<file path="src/hw/rtl/poi_pkg.sv">
// shared widths, constants, control structs and the arctangent table
// for the planar odometry integrator; no dependencies
package poi_pkg;

	// field widths
	localparam int VEL_W   = 24;
	localparam int DT_W    = 20;
	localparam int POS_W   = 32;
	localparam int ANG_W   = 32;
	localparam int QUAT_W  = 16;

	// defaults for the top-level parameters
	localparam int CORDIC_STEPS_DEF = 16;
	localparam int POS_FRAC_DEF     = 16;

	// cordic datapath: x/y in q2.30 with headroom, z as signed binary angle
	localparam int CS_W       = 34;
	localparam int CZ_W       = 33;
	localparam int ATAN_IDX_W = 5;
	localparam int CORDIC_GAIN = 652032874;

	// serial multiply-accumulate
	localparam int ACC_W     = 76;
	localparam int MB_W      = 31;
	localparam int MAC_CNT_W = 5;

	// serial divider
	localparam int DVD_W     = 58;
	localparam int DQ_W      = 38;
	localparam int DIV_CNT_W = 6;

	// world velocity, q.26 after dropping 20 product bits
	localparam int WX_W       = 37;
	localparam int PROD_SHIFT = 20;

	// 2^31/pi in q.16, split point of the heading product
	localparam logic [MB_W-1:0] ANGLE_SCALE = MB_W'(683565276);
	localparam int ANGLE_FRAC        = 16;
	localparam int MICROS_PER_SECOND = 1000000;
	localparam int HEAD_QB           = 38;

	// item kinds
	localparam logic KIND_VELOCITY = 1'b0;
	localparam logic KIND_TICK     = 1'b1;

	typedef struct packed {
		logic                 start;
		logic                 clear;
		logic                 neg;
		logic [MAC_CNT_W-1:0] nbits;
	} mac_ctl_t;

	typedef struct packed {
		logic                 start;
		logic [DIV_CNT_W-1:0] nbits;
	} div_ctl_t;

	// arctangent of 2^-i in binary-angle units
	function automatic logic [ANG_W-1:0] cordic_atan(input logic [ATAN_IDX_W-1:0] idx);
		logic [ANG_W-1:0] r;
		unique case (idx)
			5'd0:  r = 32'h20000000;
			5'd1:  r = 32'h12E4051E;
			5'd2:  r = 32'h09FB385B;
			5'd3:  r = 32'h051111D4;
			5'd4:  r = 32'h028B0D43;
			5'd5:  r = 32'h0145D7E1;
			5'd6:  r = 32'h00A2F61E;
			5'd7:  r = 32'h00517C55;
			5'd8:  r = 32'h0028BE53;
			5'd9:  r = 32'h00145F2F;
			5'd10: r = 32'h000A2F98;
			5'd11: r = 32'h000517CC;
			5'd12: r = 32'h00028BE6;
			5'd13: r = 32'h000145F3;
			5'd14: r = 32'h0000A2F9;
			5'd15: r = 32'h0000517C;
			5'd16: r = 32'h000028BE;
			5'd17: r = 32'h0000145F;
			5'd18: r = 32'h00000A2F;
			5'd19: r = 32'h00000517;
			5'd20: r = 32'h0000028B;
			5'd21: r = 32'h00000145;
			5'd22: r = 32'h000000A2;
			5'd23: r = 32'h00000051;
			default: r = '0;
		endcase
		return r;
	endfunction

endpackage

</file>
<file path="src/hw/rtl/poi_mac.sv">
// bit-serial signed multiply-accumulate, one multiplier bit per cycle
// depends on poi_pkg
module poi_mac (
	input  logic                                clk,
	input  logic                                arst_n,
	input  poi_pkg::mac_ctl_t                   ctl,
	input  logic signed [poi_pkg::ACC_W-1:0]    mcand,
	input  logic        [poi_pkg::MB_W-1:0]     mplier,
	output logic signed [poi_pkg::ACC_W-1:0]    acc,
	output logic                                done
);
	import poi_pkg::*;

	logic signed [ACC_W-1:0] acc_q;
	logic signed [ACC_W-1:0] mcand_q;
	logic [MB_W-1:0]         mplier_q;
	logic [MAC_CNT_W-1:0]    cnt_q;
	logic                    busy_q;
	logic                    neg_q;
	logic                    done_q;
	logic                    last;
	logic                    sub;

	// top multiplier bit carries negative weight
	assign last = (cnt_q == MAC_CNT_W'(1));
	assign sub  = last ^ neg_q;

	always_ff @(posedge clk or negedge arst_n) begin
		if (!arst_n) begin
			busy_q <= 1'b0;
			cnt_q  <= '0;
			neg_q  <= 1'b0;
			done_q <= 1'b0;
		end else begin
			done_q <= busy_q && last && !ctl.start;
			if (ctl.start) begin
				busy_q <= 1'b1;
				cnt_q  <= ctl.nbits;
				neg_q  <= ctl.neg;
			end else if (busy_q) begin
				cnt_q <= cnt_q - MAC_CNT_W'(1);
				if (last) begin
					busy_q <= 1'b0;
				end
			end
		end
	end

	always_ff @(posedge clk) begin
		if (ctl.start) begin
			mcand_q  <= mcand;
			mplier_q <= mplier;
			if (ctl.clear) begin
				acc_q <= '0;
			end
		end else if (busy_q) begin
			mcand_q  <= mcand_q <<< 1;
			mplier_q <= mplier_q >> 1;
			if (mplier_q[0]) begin
				acc_q <= sub ? acc_q - mcand_q : acc_q + mcand_q;
			end
		end
	end

	assign acc  = acc_q;
	assign done = done_q;

endmodule

</file>
<file path="src/hw/rtl/poi_div.sv">
// restoring divider, one quotient bit per cycle, divisor given pre-shifted
// depends on poi_pkg
module poi_div (
	input  logic                         clk,
	input  logic                         arst_n,
	input  poi_pkg::div_ctl_t            ctl,
	input  logic [poi_pkg::DVD_W-1:0]    dividend,
	input  logic [poi_pkg::DVD_W-1:0]    divisor,
	output logic [poi_pkg::DQ_W-1:0]     quotient,
	output logic                         done
);
	import poi_pkg::*;

	logic [DVD_W-1:0]     rem_q;
	logic [DVD_W-1:0]     dsr_q;
	logic [DQ_W-1:0]      quo_q;
	logic [DIV_CNT_W-1:0] cnt_q;
	logic                 busy_q;
	logic                 done_q;
	logic [DVD_W:0]       diff;
	logic                 fits;

	assign diff = {1'b0, rem_q} - {1'b0, dsr_q};
	assign fits = !diff[DVD_W];

	always_ff @(posedge clk or negedge arst_n) begin
		if (!arst_n) begin
			busy_q <= 1'b0;
			cnt_q  <= '0;
			done_q <= 1'b0;
		end else begin
			done_q <= busy_q && !ctl.start && (cnt_q == DIV_CNT_W'(1));
			if (ctl.start) begin
				busy_q <= 1'b1;
				cnt_q  <= ctl.nbits;
			end else if (busy_q) begin
				cnt_q <= cnt_q - DIV_CNT_W'(1);
				if (cnt_q == DIV_CNT_W'(1)) begin
					busy_q <= 1'b0;
				end
			end
		end
	end

	always_ff @(posedge clk) begin
		if (ctl.start) begin
			rem_q <= dividend;
			dsr_q <= divisor;
			quo_q <= '0;
		end else if (busy_q) begin
			if (fits) begin
				rem_q <= diff[DVD_W-1:0];
			end
			quo_q <= {quo_q[DQ_W-2:0], fits};
			dsr_q <= dsr_q >> 1;
		end
	end

	assign quotient = quo_q;
	assign done     = done_q;

endmodule

</file>
<file path="src/hw/rtl/planar_odometry_integrator.sv">
// top level of the planar odometry integrator: sequencer, cordic, pose state
// depends on poi_pkg, poi_mac, poi_div
//
// Dead-reckoning pose integrator for a holonomic base. A velocity beat
// (kind 0) latches forward, lateral and turn rates and gives no
// result. A tick beat (kind 1) rotates the latched body velocity by the old
// heading, scales it by elapsed_us and adds it to the saturating position,
// advances the wrapping heading by rate times time and then delivers one
// pose beat: position, heading, yaw quaternion and the latched velocities.
// The pose beat's timing comes from the iterative cordic (one rotation per
// cycle, run twice) and from the bit-serial multiply-accumulate pair and
// restoring divider, which produce one product or quotient bit per cycle.
// The next command beat is taken as soon as the tick has finished, while
// the pose beat may still wait in the output register; a tick finishes
// only once the previous pose beat has left that register.
module planar_odometry_integrator #(
	parameter int CORDIC_STEPS           = poi_pkg::CORDIC_STEPS_DEF,
	parameter int POSITION_FRACTION_BITS = poi_pkg::POS_FRAC_DEF
) (
	input  logic                                 clk,
	input  logic                                 arst_n,
	// command channel
	input  logic                                 cmd_valid,
	output logic                                 cmd_stall,
	input  logic                                 kind,
	input  logic signed [poi_pkg::VEL_W-1:0]     forward_velocity,
	input  logic signed [poi_pkg::VEL_W-1:0]     lateral_velocity,
	input  logic signed [poi_pkg::VEL_W-1:0]     turn_rate,
	input  logic        [poi_pkg::DT_W-1:0]      elapsed_us,
	// pose channel
	output logic                                 pose_valid,
	input  logic                                 pose_stall,
	output logic signed [poi_pkg::POS_W-1:0]     pos_x,
	output logic signed [poi_pkg::POS_W-1:0]     pos_y,
	output logic        [poi_pkg::ANG_W-1:0]     heading,
	output logic signed [poi_pkg::QUAT_W-1:0]    quat_z,
	output logic signed [poi_pkg::QUAT_W-1:0]    quat_w,
	output logic signed [poi_pkg::VEL_W-1:0]     vel_x_echo,
	output logic signed [poi_pkg::VEL_W-1:0]     vel_y_echo,
	output logic signed [poi_pkg::VEL_W-1:0]     rate_echo
);
	import poi_pkg::*;

	// position divide: den = 1e6 * 2^(26 - frac), quotient fits frac+10 bits
	localparam int DEN_SHIFT = 26 - POSITION_FRACTION_BITS;
	localparam int QB_POS    = POSITION_FRACTION_BITS + 10;
	localparam logic [DVD_W-1:0] POS_HALF =
		DVD_W'(MICROS_PER_SECOND) << (DEN_SHIFT - 1);
	localparam logic [DVD_W-1:0] POS_DSR =
		DVD_W'(MICROS_PER_SECOND) << (DEN_SHIFT + QB_POS - 1);
	localparam logic [DVD_W-1:0] HEAD_HALF = DVD_W'(MICROS_PER_SECOND / 2);
	localparam logic [DVD_W-1:0] HEAD_DSR  =
		DVD_W'(MICROS_PER_SECOND) << (HEAD_QB - 1);

	localparam int STEP_W = $clog2(CORDIC_STEPS);
	localparam int SUM_W  = DQ_W + 2;
	localparam int QS_W   = CS_W + 1;
	localparam int QH_W   = ACC_W - ANGLE_FRAC;
	localparam logic [ANG_W-1:0] QUARTER_TURN = ANG_W'(32'h4000_0000);
	localparam logic [ANG_W-1:0] HALF_TURN    = ANG_W'(32'h8000_0000);

	typedef enum logic [3:0] {
		S_IDLE, S_COR1, S_MUL_A, S_MUL_B, S_MUL_C, S_DIV_P,
		S_MUL_T, S_MUL_K, S_DIV_H, S_COR2, S_EMIT
	} state_t;

	state_t state_q;

	// architectural state
	logic signed [VEL_W-1:0] cmd_fwd_q, cmd_lat_q, cmd_turn_q;
	logic signed [POS_W-1:0] world_x_q, world_y_q;
	logic [ANG_W-1:0]        yaw_q;
	logic [DT_W-1:0]         dt_q;

	// pose output register
	logic                     pose_valid_q;
	logic signed [POS_W-1:0]  out_x_q, out_y_q;
	logic [ANG_W-1:0]         out_head_q;
	logic signed [QUAT_W-1:0] out_qz_q, out_qw_q;
	logic signed [VEL_W-1:0]  out_vx_q, out_vy_q, out_rate_q;

	// cordic
	logic signed [CS_W-1:0] cx_q, cy_q;
	logic signed [CZ_W-1:0] cz_q;
	logic                   cflip_q;
	logic [STEP_W-1:0]      cstep_q;
	logic                   cor_load, cor_run, cor_last;
	logic [ANG_W-1:0]       cor_angle, cor_sum, cor_fold;
	logic signed [CS_W-1:0] dx, dy, cos_v, sin_v;
	logic signed [CZ_W-1:0] atan_v;

	// serial units
	logic                    mac_start_q, div_start_q;
	logic                    mac_go, div_go;
	mac_ctl_t                mac0_ctl, mac1_ctl;
	div_ctl_t                div0_ctl, div1_ctl;
	logic signed [ACC_W-1:0] mac0_mcand, mac1_mcand, acc0, acc1;
	logic [MB_W-1:0]         mac0_mplier, mac1_mplier;
	logic                    mac0_done, mac1_done;
	logic [DVD_W-1:0]        div0_dvd, div0_dsr, div1_dvd;
	logic [DQ_W-1:0]         quo0, quo1;
	logic                    div0_done, div1_done;

	// datapath glue
	logic signed [WX_W-1:0]  wx_v, wy_v;
	logic signed [ACC_W-1:0] abs0, abs1;
	logic signed [QH_W-1:0]  qh_v, qh_abs;
	logic                    neg0, neg1;
	logic signed [SUM_W-1:0] step_x, step_y, sum_x, sum_y;
	logic [DQ_W-1:0]         head_step;
	logic [ANG_W-1:0]        yaw_nxt;
	logic                    cmd_fire, emit_fire;

	function automatic logic [POS_W-1:0] sat_pos(input logic signed [SUM_W-1:0] v);
		logic same;
		same = (&v[SUM_W-1:POS_W-1]) || !(|v[SUM_W-1:POS_W-1]);
		if (same) begin
			return v[POS_W-1:0];
		end
		return v[SUM_W-1] ? {1'b1, {(POS_W-1){1'b0}}} : {1'b0, {(POS_W-1){1'b1}}};
	endfunction

	// q2.30 to q1.15, round half up, saturate
	function automatic logic [QUAT_W-1:0] to_q15(input logic signed [CS_W-1:0] v);
		logic signed [QS_W-1:0] s;
		logic [QS_W-16:0]       r;
		s = QS_W'(v) + QS_W'(16384);
		r = s[QS_W-1:15];
		if ((&r[QS_W-16:QUAT_W-1]) || !(|r[QS_W-16:QUAT_W-1])) begin
			return r[QUAT_W-1:0];
		end
		return r[QS_W-16] ? {1'b1, {(QUAT_W-1){1'b0}}} : {1'b0, {(QUAT_W-1){1'b1}}};
	endfunction

	assign cmd_fire  = (state_q == S_IDLE) && cmd_valid;
	assign emit_fire = (state_q == S_EMIT) && (!pose_valid_q || !pose_stall);
	assign cmd_stall = (state_q != S_IDLE);

	// ---------------- cordic: one rotation per cycle ----------------
	assign cor_run   = (state_q == S_COR1) || (state_q == S_COR2);
	assign cor_last  = cor_run && (cstep_q == STEP_W'(CORDIC_STEPS - 1));
	assign cor_load  = (cmd_fire && kind == KIND_TICK) ||
		(state_q == S_DIV_H && div0_done);
	// second pass works on half the new heading
	assign cor_angle = (state_q == S_IDLE) ? yaw_q : {1'b0, yaw_nxt[ANG_W-1:1]};
	// fold into [-pi/2, pi/2) by half a turn, negate results afterwards
	assign cor_sum   = cor_angle + QUARTER_TURN;
	assign cor_fold  = cor_sum[ANG_W-1] ? cor_angle + HALF_TURN : cor_angle;
	assign dx        = cy_q >>> cstep_q;
	assign dy        = cx_q >>> cstep_q;
	assign atan_v    = signed'({1'b0, cordic_atan(ATAN_IDX_W'(cstep_q))});
	assign cos_v     = cflip_q ? -cx_q : cx_q;
	assign sin_v     = cflip_q ? -cy_q : cy_q;

	always_ff @(posedge clk or negedge arst_n) begin
		if (!arst_n) begin
			cstep_q <= '0;
		end else if (cor_load) begin
			cstep_q <= '0;
		end else if (cor_run && !cor_last) begin
			cstep_q <= cstep_q + STEP_W'(1);
		end
	end

	always_ff @(posedge clk) begin
		if (cor_load) begin
			cx_q    <= CS_W'(CORDIC_GAIN);
			cy_q    <= '0;
			cz_q    <= CZ_W'(signed'(cor_fold));
			cflip_q <= cor_sum[ANG_W-1];
		end else if (cor_run) begin
			if (!cz_q[CZ_W-1]) begin
				cx_q <= cx_q - dx;
				cy_q <= cy_q + dy;
				cz_q <= cz_q - atan_v;
			end else begin
				cx_q <= cx_q + dx;
				cy_q <= cy_q - dy;
				cz_q <= cz_q + atan_v;
			end
		end
	end

	// ---------------- multiply-accumulate operand selection ----------------
	assign wx_v = acc0[WX_W+PROD_SHIFT-1:PROD_SHIFT];
	assign wy_v = acc1[WX_W+PROD_SHIFT-1:PROD_SHIFT];

	always_comb begin
		mac0_ctl    = '{start: mac_start_q, clear: 1'b1, neg: 1'b0,
			nbits: MAC_CNT_W'(VEL_W)};
		mac1_ctl    = '{start: 1'b0, clear: 1'b1, neg: 1'b0,
			nbits: MAC_CNT_W'(VEL_W)};
		mac0_mcand  = '0;
		mac0_mplier = '0;
		mac1_mcand  = '0;
		mac1_mplier = '0;
		case (state_q)
			// vf*cos and vf*sin
			S_MUL_A: begin
				mac1_ctl.start = mac_start_q;
				mac0_mcand     = ACC_W'(cos_v);
				mac0_mplier    = MB_W'(cmd_fwd_q);
				mac1_mcand     = ACC_W'(sin_v);
				mac1_mplier    = MB_W'(cmd_fwd_q);
			end
			// minus vl*sin, plus vl*cos
			S_MUL_B: begin
				mac1_ctl.start = mac_start_q;
				mac0_ctl.clear = 1'b0;
				mac1_ctl.clear = 1'b0;
				mac0_ctl.neg   = 1'b1;
				mac0_mcand     = ACC_W'(sin_v);
				mac0_mplier    = MB_W'(cmd_lat_q);
				mac1_mcand     = ACC_W'(cos_v);
				mac1_mplier    = MB_W'(cmd_lat_q);
			end
			// world velocity times elapsed time
			S_MUL_C: begin
				mac1_ctl.start = mac_start_q;
				mac0_ctl.nbits = MAC_CNT_W'(DT_W + 1);
				mac1_ctl.nbits = MAC_CNT_W'(DT_W + 1);
				mac0_mcand     = ACC_W'(wx_v);
				mac0_mplier    = MB_W'(dt_q);
				mac1_mcand     = ACC_W'(wy_v);
				mac1_mplier    = MB_W'(dt_q);
			end
			S_MUL_T: begin
				mac0_ctl.nbits = MAC_CNT_W'(DT_W + 1);
				mac0_mcand     = ACC_W'(cmd_turn_q);
				mac0_mplier    = MB_W'(dt_q);
			end
			// rate*time into binary-angle units, q.16
			S_MUL_K: begin
				mac0_ctl.nbits = MAC_CNT_W'(MB_W);
				mac0_mcand     = acc0;
				mac0_mplier    = ANGLE_SCALE;
			end
			default: begin
				mac0_ctl.start = 1'b0;
			end
		endcase
	end

	poi_mac u_mac0 (
		.clk    (clk),
		.arst_n (arst_n),
		.ctl    (mac0_ctl),
		.mcand  (mac0_mcand),
		.mplier (mac0_mplier),
		.acc    (acc0),
		.done   (mac0_done)
	);

	poi_mac u_mac1 (
		.clk    (clk),
		.arst_n (arst_n),
		.ctl    (mac1_ctl),
		.mcand  (mac1_mcand),
		.mplier (mac1_mplier),
		.acc    (acc1),
		.done   (mac1_done)
	);

	// ---------------- rounded divides, sign handled outside ----------------
	assign neg0   = acc0[ACC_W-1];
	assign neg1   = acc1[ACC_W-1];
	assign abs0   = neg0 ? -acc0 : acc0;
	assign abs1   = neg1 ? -acc1 : acc1;
	// floor shift first, magnitude after
	assign qh_v   = acc0[ACC_W-1:ANGLE_FRAC];
	assign qh_abs = neg0 ? -qh_v : qh_v;

	always_comb begin
		if (state_q == S_DIV_H) begin
			div0_dvd       = qh_abs[DVD_W-1:0] + HEAD_HALF;
			div0_dsr       = HEAD_DSR;
			div0_ctl.nbits = DIV_CNT_W'(HEAD_QB);
		end else begin
			div0_dvd       = abs0[DVD_W-1:0] + POS_HALF;
			div0_dsr       = POS_DSR;
			div0_ctl.nbits = DIV_CNT_W'(QB_POS);
		end
		div0_ctl.start = div_start_q;
		div1_ctl.start = div_start_q && (state_q == S_DIV_P);
		div1_ctl.nbits = DIV_CNT_W'(QB_POS);
		div1_dvd       = abs1[DVD_W-1:0] + POS_HALF;
	end

	poi_div u_div0 (
		.clk      (clk),
		.arst_n   (arst_n),
		.ctl      (div0_ctl),
		.dividend (div0_dvd),
		.divisor  (div0_dsr),
		.quotient (quo0),
		.done     (div0_done)
	);

	poi_div u_div1 (
		.clk      (clk),
		.arst_n   (arst_n),
		.ctl      (div1_ctl),
		.dividend (div1_dvd),
		.divisor  (POS_DSR),
		.quotient (quo1),
		.done     (div1_done)
	);

	// ---------------- pose update ----------------
	assign step_x    = neg0 ? -SUM_W'(quo0) : SUM_W'(quo0);
	assign step_y    = neg1 ? -SUM_W'(quo1) : SUM_W'(quo1);
	assign sum_x     = SUM_W'(world_x_q) + step_x;
	assign sum_y     = SUM_W'(world_y_q) + step_y;
	assign head_step = neg0 ? -quo0 : quo0;
	// heading wraps modulo a full turn
	assign yaw_nxt   = yaw_q + head_step[ANG_W-1:0];

	// ---------------- sequencer ----------------
	// start pulses for the serial units, registered so that each arrives as the next step begins
	assign mac_go = (state_q == S_COR1 && cor_last) ||
		((state_q == S_MUL_A || state_q == S_MUL_B || state_q == S_MUL_T) && mac0_done) ||
		(state_q == S_DIV_P && div0_done);
	assign div_go = (state_q == S_MUL_C || state_q == S_MUL_K) && mac0_done;

	always_ff @(posedge clk or negedge arst_n) begin
		if (!arst_n) begin
			state_q      <= S_IDLE;
			mac_start_q  <= 1'b0;
			div_start_q  <= 1'b0;
			pose_valid_q <= 1'b0;
			cmd_fwd_q    <= '0;
			cmd_lat_q    <= '0;
			cmd_turn_q   <= '0;
			world_x_q    <= '0;
			world_y_q    <= '0;
			yaw_q        <= '0;
			dt_q         <= '0;
		end else begin
			mac_start_q <= mac_go;
			div_start_q <= div_go;
			if (emit_fire) begin
				pose_valid_q <= 1'b1;
			end else if (pose_valid_q && !pose_stall) begin
				pose_valid_q <= 1'b0;
			end
			unique case (state_q)
				S_IDLE: begin
					if (cmd_valid) begin
						if (kind == KIND_TICK) begin
							dt_q    <= elapsed_us;
							state_q <= S_COR1;
						end else begin
							cmd_fwd_q  <= forward_velocity;
							cmd_lat_q  <= lateral_velocity;
							cmd_turn_q <= turn_rate;
						end
					end
				end
				S_COR1: begin
					if (cor_last) begin
						state_q <= S_MUL_A;
					end
				end
				S_MUL_A: begin
					if (mac0_done) begin
						state_q <= S_MUL_B;
					end
				end
				S_MUL_B: begin
					if (mac0_done) begin
						state_q <= S_MUL_C;
					end
				end
				S_MUL_C: begin
					if (mac0_done) begin
						state_q <= S_DIV_P;
					end
				end
				S_DIV_P: begin
					if (div0_done) begin
						world_x_q <= sat_pos(sum_x);
						world_y_q <= sat_pos(sum_y);
						state_q   <= S_MUL_T;
					end
				end
				S_MUL_T: begin
					if (mac0_done) begin
						state_q <= S_MUL_K;
					end
				end
				S_MUL_K: begin
					if (mac0_done) begin
						state_q <= S_DIV_H;
					end
				end
				S_DIV_H: begin
					if (div0_done) begin
						yaw_q   <= yaw_nxt;
						state_q <= S_COR2;
					end
				end
				S_COR2: begin
					if (cor_last) begin
						state_q <= S_EMIT;
					end
				end
				S_EMIT: begin
					if (emit_fire) begin
						state_q <= S_IDLE;
					end
				end
				default: begin
					state_q <= S_IDLE;
				end
			endcase
		end
	end

	// pose beat payload, loaded when the output slot is free
	always_ff @(posedge clk) begin
		if (emit_fire) begin
			out_x_q    <= world_x_q;
			out_y_q    <= world_y_q;
			out_head_q <= yaw_q;
			out_qz_q   <= to_q15(sin_v);
			out_qw_q   <= to_q15(cos_v);
			out_vx_q   <= cmd_fwd_q;
			out_vy_q   <= cmd_lat_q;
			out_rate_q <= cmd_turn_q;
		end
	end

	assign pose_valid = pose_valid_q;
	assign pos_x      = out_x_q;
	assign pos_y      = out_y_q;
	assign heading    = out_head_q;
	assign quat_z     = out_qz_q;
	assign quat_w     = out_qw_q;
	assign vel_x_echo = out_vx_q;
	assign vel_y_echo = out_vy_q;
	assign rate_echo  = out_rate_q;

	// ---------------- checks ----------------
	a_mac_done_in_mul: assert property (@(posedge clk) disable iff (!arst_n)
		mac0_done |-> (state_q == S_MUL_A || state_q == S_MUL_B ||
		state_q == S_MUL_C || state_q == S_MUL_T || state_q == S_MUL_K))
		else $error("multiplier finished outside a multiply step");

	a_mac_pair: assert property (@(posedge clk) disable iff (!arst_n)
		mac1_done |-> mac0_done)
		else $error("multiplier lanes out of step");

	a_div_pair: assert property (@(posedge clk) disable iff (!arst_n)
		div1_done |-> div0_done)
		else $error("divider lanes out of step");

	a_pose_from_emit: assert property (@(posedge clk) disable iff (!arst_n)
		$rose(pose_valid_q) |-> $past(state_q) == S_EMIT)
		else $error("pose beat raised outside emit");

	a_yaw_hold: assert property (@(posedge clk) disable iff (!arst_n)
		(state_q != S_DIV_H) |=> $stable(yaw_q))
		else $error("heading changed outside heading update");

endmodule
</file>
<file path="config.mk">
export PLATFORM = sky130hd
export DESIGN_NAME = planar_odometry_integrator
export DESIGN_NICKNAME = d
export VERILOG_FILES = /design/src/hw/rtl/poi_pkg.sv /design/src/hw/rtl/poi_mac.sv /design/src/hw/rtl/poi_div.sv /design/src/hw/rtl/planar_odometry_integrator.sv
export SDC_FILE = /design/constraint.sdc
export NUM_CORES = 2
export LEC_CHECK = 0
export BUFFER_PORTS_ARGS = -buffer_cell sky130_fd_sc_hd__clkbuf_2
export CAP_MARGIN = 20
export CORE_MARGIN = 4
export CORE_UTILIZATION = 60
export DETAILED_ROUTE_END_ITERATION = 10
export MAX_ROUTING_LAYER = met4
export PLACE_DENSITY = 0.74
export SYNTH_ARGS = -nofsm -noshare
export SYNTH_HDL_FRONTEND = slang
export SYNTH_SLANG_ARGS = --single-unit
export TNS_END_PERCENT = 100
</file>
<file path="constraint.sdc">
create_clock -name clk -period 25.1 [get_ports clk]
set_clock_uncertainty 0.2 [all_clocks]
set_input_delay 1.255 -clock clk [delete_from_list [all_inputs] [get_ports clk]]
set_output_delay 1.255 -clock clk [all_outputs]
set_load 0.01 [all_outputs]
</file>
# Word-level counts from Yosys, hierarchy flattened
# Memory sizes are Yosys's and may differ from the RTL's.
# Index checks and enable logic that the tools add are counted.
[op_classes] n_addsub=35 eq_ne=31 shift=2 muxes=112 bitwise_logic=2 n_reduce_logical=70
[op_table] op="76-bit two-way mux" n=14
[op_table] op="58-bit two-way mux" n=12
[op_table] op="76-bit case mux with 5 select lines" n=1
[op_table] op="32-bit two-way mux" n=9
[op_table] op="76-bit case mux with 3 select lines" n=1
[op_table] op="58-bit negation" n=3
[op_table] op="76-bit adder" n=2
[op_table] op="76-bit subtractor" n=2
[op_table] op="34-bit two-way mux" n=4
[op_table] op="31-bit two-way mux" n=4
[op_table] op="31-bit case mux with 4 select lines" n=1
[op_table] op="58-bit by 29-bit adder with 58-bit output, second input constant" n=2
[op_table] op="33-bit two-way mux" n=3
[op_table] op="16-bit two-way mux" n=6
[op_table] op="31-bit case mux with 3 select lines" n=1
[op_table] op="32-bit by 40-bit adder with 40-bit output" n=2
[op_table] op="40-bit two-way mux" n=2
[op_table] op="38-bit negation with 40-bit output" n=2
[op_table] op="34-bit by 16-bit adder with 35-bit output, second input constant" n=2
[op_table] op="34-bit adder" n=2
[op_table] op="34-bit negation" n=2
[op_table] op="34-bit by 4-bit >>> shifter with 34-bit output" n=2
[op_table] op="34-bit subtractor" n=2
[op_table] op="4-bit two-way mux" n=15
[op_table] op="other kinds (44)" n=156
[totals] ff_bits=1201 romBits=480 inputBits=97 output_inout_bits=202 mem_count=1
[memory_table] memory="(name not given)" depth=16 word_bits=30 rd=1 rd_ports_with_merged_regs=0 wr=0 line_no="poi_pkg.sv:61" text="unique case (idx)"

# Depth between registers and ports, before layout
[logic_depth] depth_word=10 ltp_mapped=30 ltp_nobuf=25

# Modules after synthesis
# From an unflattened synthesis, not the netlist that was laid out.
[hier_totals] hier_cells=10998 hier_area_um2=97441.0
[modules_own_cells] mod="planar_odometry_integrator" n_inst=1 cells_per_inst=5955 area_per_inst_um2=49698.9 seq_area_each_um2=13367.8
[modules_own_cells] mod="poi_div" n_inst=2 cells_per_inst=1114 area_per_inst_um2=10034.6 seq_area_each_um2=4444.3
[modules_own_cells] mod="poi_mac at u_mac1" n_inst=1 cells_per_inst=1409 area_per_inst_um2=13855.8 seq_area_each_um2=5695.5
[modules_own_cells] mod="poi_mac at u_mac0" n_inst=1 cells_per_inst=1406 area_per_inst_um2=13817.0 seq_area_each_um2=5695.5

# Worst setup path after synthesis
# No wires, ideal clock.
[synth_timing] path_type="reg2reg" from="register state_q[1]" to="register out_head_q[0] (netlist: heading[0]), enable pin" setup_time_ps=827 arrival_time_ps=10637 path_slack_ps=13435 stages_incl_launch_ff=6 period_less_slack_ps=11665 path_cell_list="dfrtp_1 -> clkbuf_1 -> nor2b_1 -> clkbuf_1 -> nand2b_1 -> a21oi_1"
[synth_between] elab_chain_cells=2
[synth_rtl] element="start, declared" line_no="planar_odometry_integrator.sv:67" text="state_t state_q;"
[synth_rtl] element="start signal, assigned" line_no="planar_odometry_integrator.sv:327" text="state_q <= S_IDLE;"
[synth_rtl] element="start signal, assigned" line_no="planar_odometry_integrator.sv:351" text="state_q <= S_COR1;"
[synth_rtl] element="start signal, assigned" line_no="planar_odometry_integrator.sv:361" text="state_q <= S_MUL_A;"
[synth_rtl] element="4-bit == test" line_no="planar_odometry_integrator.sv:136" text="assign emit_fire = (state_q == S_EMIT) && (!pose_valid_q || !pose_stall);"
[synth_rtl] element="1-bit logical AND" line_no="planar_odometry_integrator.sv:136"
[synth_rtl] element="via emit_fire" line_no="planar_odometry_integrator.sv:112" text="logic cmd_fire, emit_fire;"
[synth_rtl] element="end signal, assigned" line_no="planar_odometry_integrator.sv:424" text="out_head_q <= yaw_q;"
[synth_rtl] element="end, declared" line_no="planar_odometry_integrator.sv:78" text="logic [ANG_W-1:0] out_head_q;"
# The timed path passes the listed nets, and every way through them passes these cells.
# A chain may end at the register's enable or synchronous reset.

# Worst setup path after layout
[layout_timing] from="register cstep_q[0]" to="register cy_q[33]"
[layout_between] elab_chain_cells=3
[layout_rtl] element="start, declared" line_no="planar_odometry_integrator.sv:86" text="logic [STEP_W-1:0] cstep_q;"
[layout_rtl] element="start signal, assigned" line_no="planar_odometry_integrator.sv:161" text="cstep_q <= cstep_q + STEP_W'(1);"
[layout_rtl] element="34-bit by 4-bit >>> shifter with 34-bit output (*)" line_no="planar_odometry_integrator.sv:150" text="assign dy = cx_q >>> cstep_q;"
[layout_rtl] element="34-bit adder / 34-bit subtractor (equally long branches)" line_no="planar_odometry_integrator.sv:174, planar_odometry_integrator.sv:178"
[layout_rtl] element="34-bit two-way mux (*)" line_no="planar_odometry_integrator.sv:172" text="if (!cz_q[CZ_W-1]) begin"
[layout_rtl] element="end signal, assigned" line_no="planar_odometry_integrator.sv:174" text="cy_q <= cy_q + dy;"
[layout_rtl] element="end signal, assigned" line_no="planar_odometry_integrator.sv:178" text="cy_q <= cy_q - dy;"
[layout_rtl] element="end, declared" line_no="planar_odometry_integrator.sv:83" text="logic signed [CS_W-1:0] cx_q, cy_q;"
# Every way passes the cells marked *; elsewhere a longest branch is shown, timed or not.

==> impl_metrics.py <==
metrics = {
    "outcome": {
        "outcome": "completed",
    },
    "yosys": {
        "yosys.area.top_type_share_pct": 24.9,
        "synth_edf_count": 773,
        "ys_top_cells_by_count": "nor2_1, nand2_1, a21oi_1, edfxtp_1, o21ai_0",
        "synthMostInstantiatedCell": "nor2_1",
        "syn_area_um2": 93100,
        "synthFlopType": "edfxtp_1",
        "ys_seq_area_share_pct": 35.3,
        "yosysUniqueCellTypes": 114,
        "syn_avg_cell_area_um2": 8.86,
        "yosys_warnings": 0,
        "yosys-top-cells-area": "edfxtp_1, ha_1, dfrtp_1",
        "netlist.top_cell.by_area": "edfxtp_1",
        "synth_seq_cells": 1200,
        "synthCells": 10500,
        "async_reset_ff_share_pct": 19.0,
        "syn_nets": 11100,
    },
    "place": {
        "routabilityCongestion": 1.03,
        "portBuffers": 298,
        "hpwl_um": 222000,
    },
    "route": {
        "via_per_inst": 6.57,
        "drtIter0Drc": 9244,
        "ant_nets": 0,
        "routedWlPerCell_um": 23.6,
        "num_vias": 83000,
        "route.detailed.drc": 0,
        "dr.pass1.iters": 6,
        "drt_wl_total_um": 298000,
    },
    "cts": {
        "cts_tree": "built",
        "root_buffer": "clkbuf_16",
        "cts_resized": 0,
        "cts_sinks": 1200,
        "hold_buffers": 0,
        "clockBufferDepth": 3,
        "post_cts_buffers": 0,
        "clk_latency_ns": 0.81,
        "clkSlewWorstSetupHoldPaths_ns": 0.06,
        "h-tree-depth": 4,
        "cts_buffers": 136,
    },
    "finish": {
        "post-route-util_pct": 65.3,
        "fin_nets": 11100,
        "multi_input_area_um2": 56900,
        "area_delta_synth_final_pct": 8.19,
        "regArea_um2": 32900,
        "fillCellCount": 12700,
        "drive_above_1_share_pct": 9.73,
    },
    "timing": {
        "worst_pin_slew_ns": 1.15,
        "maxSlewViolCount": 0,
        "fin_crit_sh_pct": 30.4,
        "rsz0062_at_grt": "false",
        "report.final.setup_viol": 0,
        "finalCriticalPeriod_ns": 7.63,
        "slew-limit-headroom_pct": 23.1,
        "whs_ns": 0.217,
        "fmax_ghz": 0.131,
        "setup_tns_ns": 0,
        "hold_viol_final": 0,
    },
    "job": {
        "max_cap_violations": 0,
    },
    "power_and_ir_drop": {
        "switchingPower_mw": 4.43,
        "switching_share_pct": 43.9,
        "peakVddDrop_v": 0.000116,
        "sequentialPowerShare_pct": 27.7,
        "pwr-share-clk_pct": 20.3,
        "total_power_mw": 10.1,
        "leakagePower_nw": 40.4,
        "power_density_nw_per_um2": 100,
        "p_int_mw": 5.65,
        "combPwrFrac_pct": 52.0,
    },
    "critical_path": {
        "slowest_stage": "dfrtp_4",
        "critPathBufInv": 1,
        "path_cells": "buf_4 > mux4_2 > mux2i_1 > nand3_1 > a21boi_0 > and2_1 > and3_1 > and3_1 > a21oi_1 > xor2_1 > ha_1 > a21o_1 > a21oi_1 > nand3_1 > o31ai_1 > o2111ai_1 > a31oi_1 > o21ai_0 > a21oi_1 > xor2_1 > or3_1 > a21oi_1",
        "crit_type": "flip-flop to flip-flop",
        "crit_path_max_fanout": 59,
        "worst-path-stages": 22,
        "cp-end-kind": "flip-flop",
        "r2r_slack_ns": 17.47,
        "worstRegToRegCells": 22,
        "startpoint_type": "flip-flop",
        "r2r_start": "cstep_q[0]$_DFFE_PN0P_",
        "critPathCapture": "cy_q[33]$_SDFFE_PN0P_",
        "worst_ep_arrival_time_ns": 8.16,
        "slowest_delay_ns": 0.93,
        "r2r-end": "cy_q[33]$_SDFFE_PN0P_",
        "cp.required_ns": 25.63,
        "cp_common_cell": "a21oi_1",
        "critPathLaunch": "cstep_q[0]$_DFFE_PN0P_",
        "path_delay_family": "compound AO/OA/AOI/OAI gates",
    },
    "floorplanning": {
        "die_h_um": 402,
        "die_area_um2": 162000,
        "rows": 144,
        "initial_utilization_pct": 60.4,
        "die_w_um": 402,
        "io_pins": 299,
        "core_um2": 154000,
    },
    "grt": {
        "antenna_found_initial": 10,
        "grt_pass1_vias": 78800,
        "grt_usage_pct": 36.6,
        "grt_overflow": 0,
        "grt_pass1_wl_um": 458000,
        "grt_max_degree": 150,
    },
    "hold_path": {
        "worst_hold_path_type": "primary input to asynchronous set/reset pin",
    },
}
==> metrics by stage <==
| stage | cells | cell area (um2) | setup slack, ns |
|---|---|---|---|
| after detailed placement | 12400 | 96000 | 17.59 |
| after global routing | 12600 | 101000 | 16.98 |
| after floorplan | 10500 | 93100 | 13.44 |
| final | 12600 | 101000 | 17.47 |
| after CTS | 12600 | 101000 | 17.58 |
| after global placement | 12400 | 96000 | 17.64 |
==> worst min-delay path by stage <==
| stage | start | to | cells past startpoint |
|---|---|---|---|
| after global placement | cmd_fwd_q[7]$_DFFE_PN0P_ | vel_x_echo[7]$_DFFE_PP_ | 0 |
| after detailed placement | cmd_lat_q[7]$_DFFE_PN0P_ | vel_y_echo[7]$_DFFE_PP_ | 0 |
| after global routing | arst_n | yaw_q[1]$_DFFE_PN0P_ | 1 |
| final | arst_n | yaw_q[1]$_DFFE_PN0P_ | 1 |
| after floorplan | cmd_turn_q[1]$_DFFE_PN0P_ | rate_echo[1]$_DFFE_PP_ | 0 |
| after CTS | arst_n | yaw_q[0]$_DFFE_PN0P_ | 1 |
==> power by group through the flow <==
stage	logic, mW	registers (mW)	clock network, mW
2_1_floorplan	4.01	2.52	0
3_3_place_gp	5.00	2.80	0
3_5_place_dp	5.07	2.81	0
4_1_cts	5.12	2.77	2.08
5_1_grt	5.73	2.80	2.16
6_report	5.24	2.79	2.05
==> cell usage in the layout (no fill, tap or decap), types with 37 or more instances in the layout <==
cell	netlist	final
buf_4	5	127
nor3_1	189	184
a21oi_1	878	874
xor2_1	463	462
dfxtp_1	199	199
a31oi_1	115	115
nor4_1	84	80
o221ai_1	37	37
nand2b_1	127	127
a221o_1	52	52
ha_1	509	509
a21o_1	337	337
o21ai_0	684	683
xnor2_1	651	650
nor2b_1	70	69
nand3_1	180	178
or2_2	56	56
clkbuf_2	1	297
and2_1	63	61
dfrtp_1	228	219
a22oi_1	43	43
nand4_1	125	125
inv_1	318	316
mux2_2	151	151
o22ai_1	50	50
o21bai_1	86	86
nor2_1	1081	1077
a211oi_1	78	78
o41ai_1	67	66
o211ai_1	67	67
mux4_2	65	65
nand2_1	879	874
and3_1	69	69
o21a_1	102	101
clkbuf_16	0	141
o31ai_1	151	150
mux2i_1	211	211
edfxtp_1	773	773
or4_1	70	70
or3_1	116	114
==> cell type report <==
class / instances / area share, %
diodes: 7 / 0.0174
inverters: 326 / 1.21
repair buffers: 434 / 2.58
flip-flops and latches: 1200 / 32.7
well taps: 2044 / 2.54
multi-input cells: 8369 / 56.4
clock buffers: 186 / 3.78
clock inverters: 68 / 0.775
==> metal layers <==
metal	global-route usage [%]	vias to the layer above	wire, um
met2	56.0	3712	134000
li1	-	38600	-
met5	-	-	0
met3	6.80	689	25900
met4	13.9	0	12600
met1	48.5	40000	126000
==> sequential cells by signal, indices dropped and copies added, names as in the netlist, 33 cells and up <==
signal,count
cx_q,34
cy_q,34
cz_q,33
u_div0.dsr_q,57
u_div0.quotient,38
u_div0.rem_q,58
u_div1.dsr_q,55
u_div1.quotient,38
u_div1.rem_q,58
u_mac0.acc,76
u_mac0.mcand_q,76
u_mac1.acc,76
u_mac1.mcand_q,76
==> kinds of logic (layout without fill, tap and decap cells) <==
| kind of cell | Yosys count | in the layout | share of synthesized area (%) |
|---|---|---|---|
| and+or+nand+nor | 3262 | 3262 | 16.8 |
| DFF | 1200 | 1200 | 35.3 |
| xor gates and xnor gates | 1114 | 1114 | 10.5 |
| buffers and inverters | 938 | 1014 | 3.87 |
| AOI/OAI and AO/OA | 3047 | 3047 | 20.8 |
| muxes | 427 | 427 | 5.66 |
| other | 0 | 7 | 0 |
| adders and majority gates | 519 | 519 | 7.05 |
No activity file was read; power rests on OpenSTA's default activity.
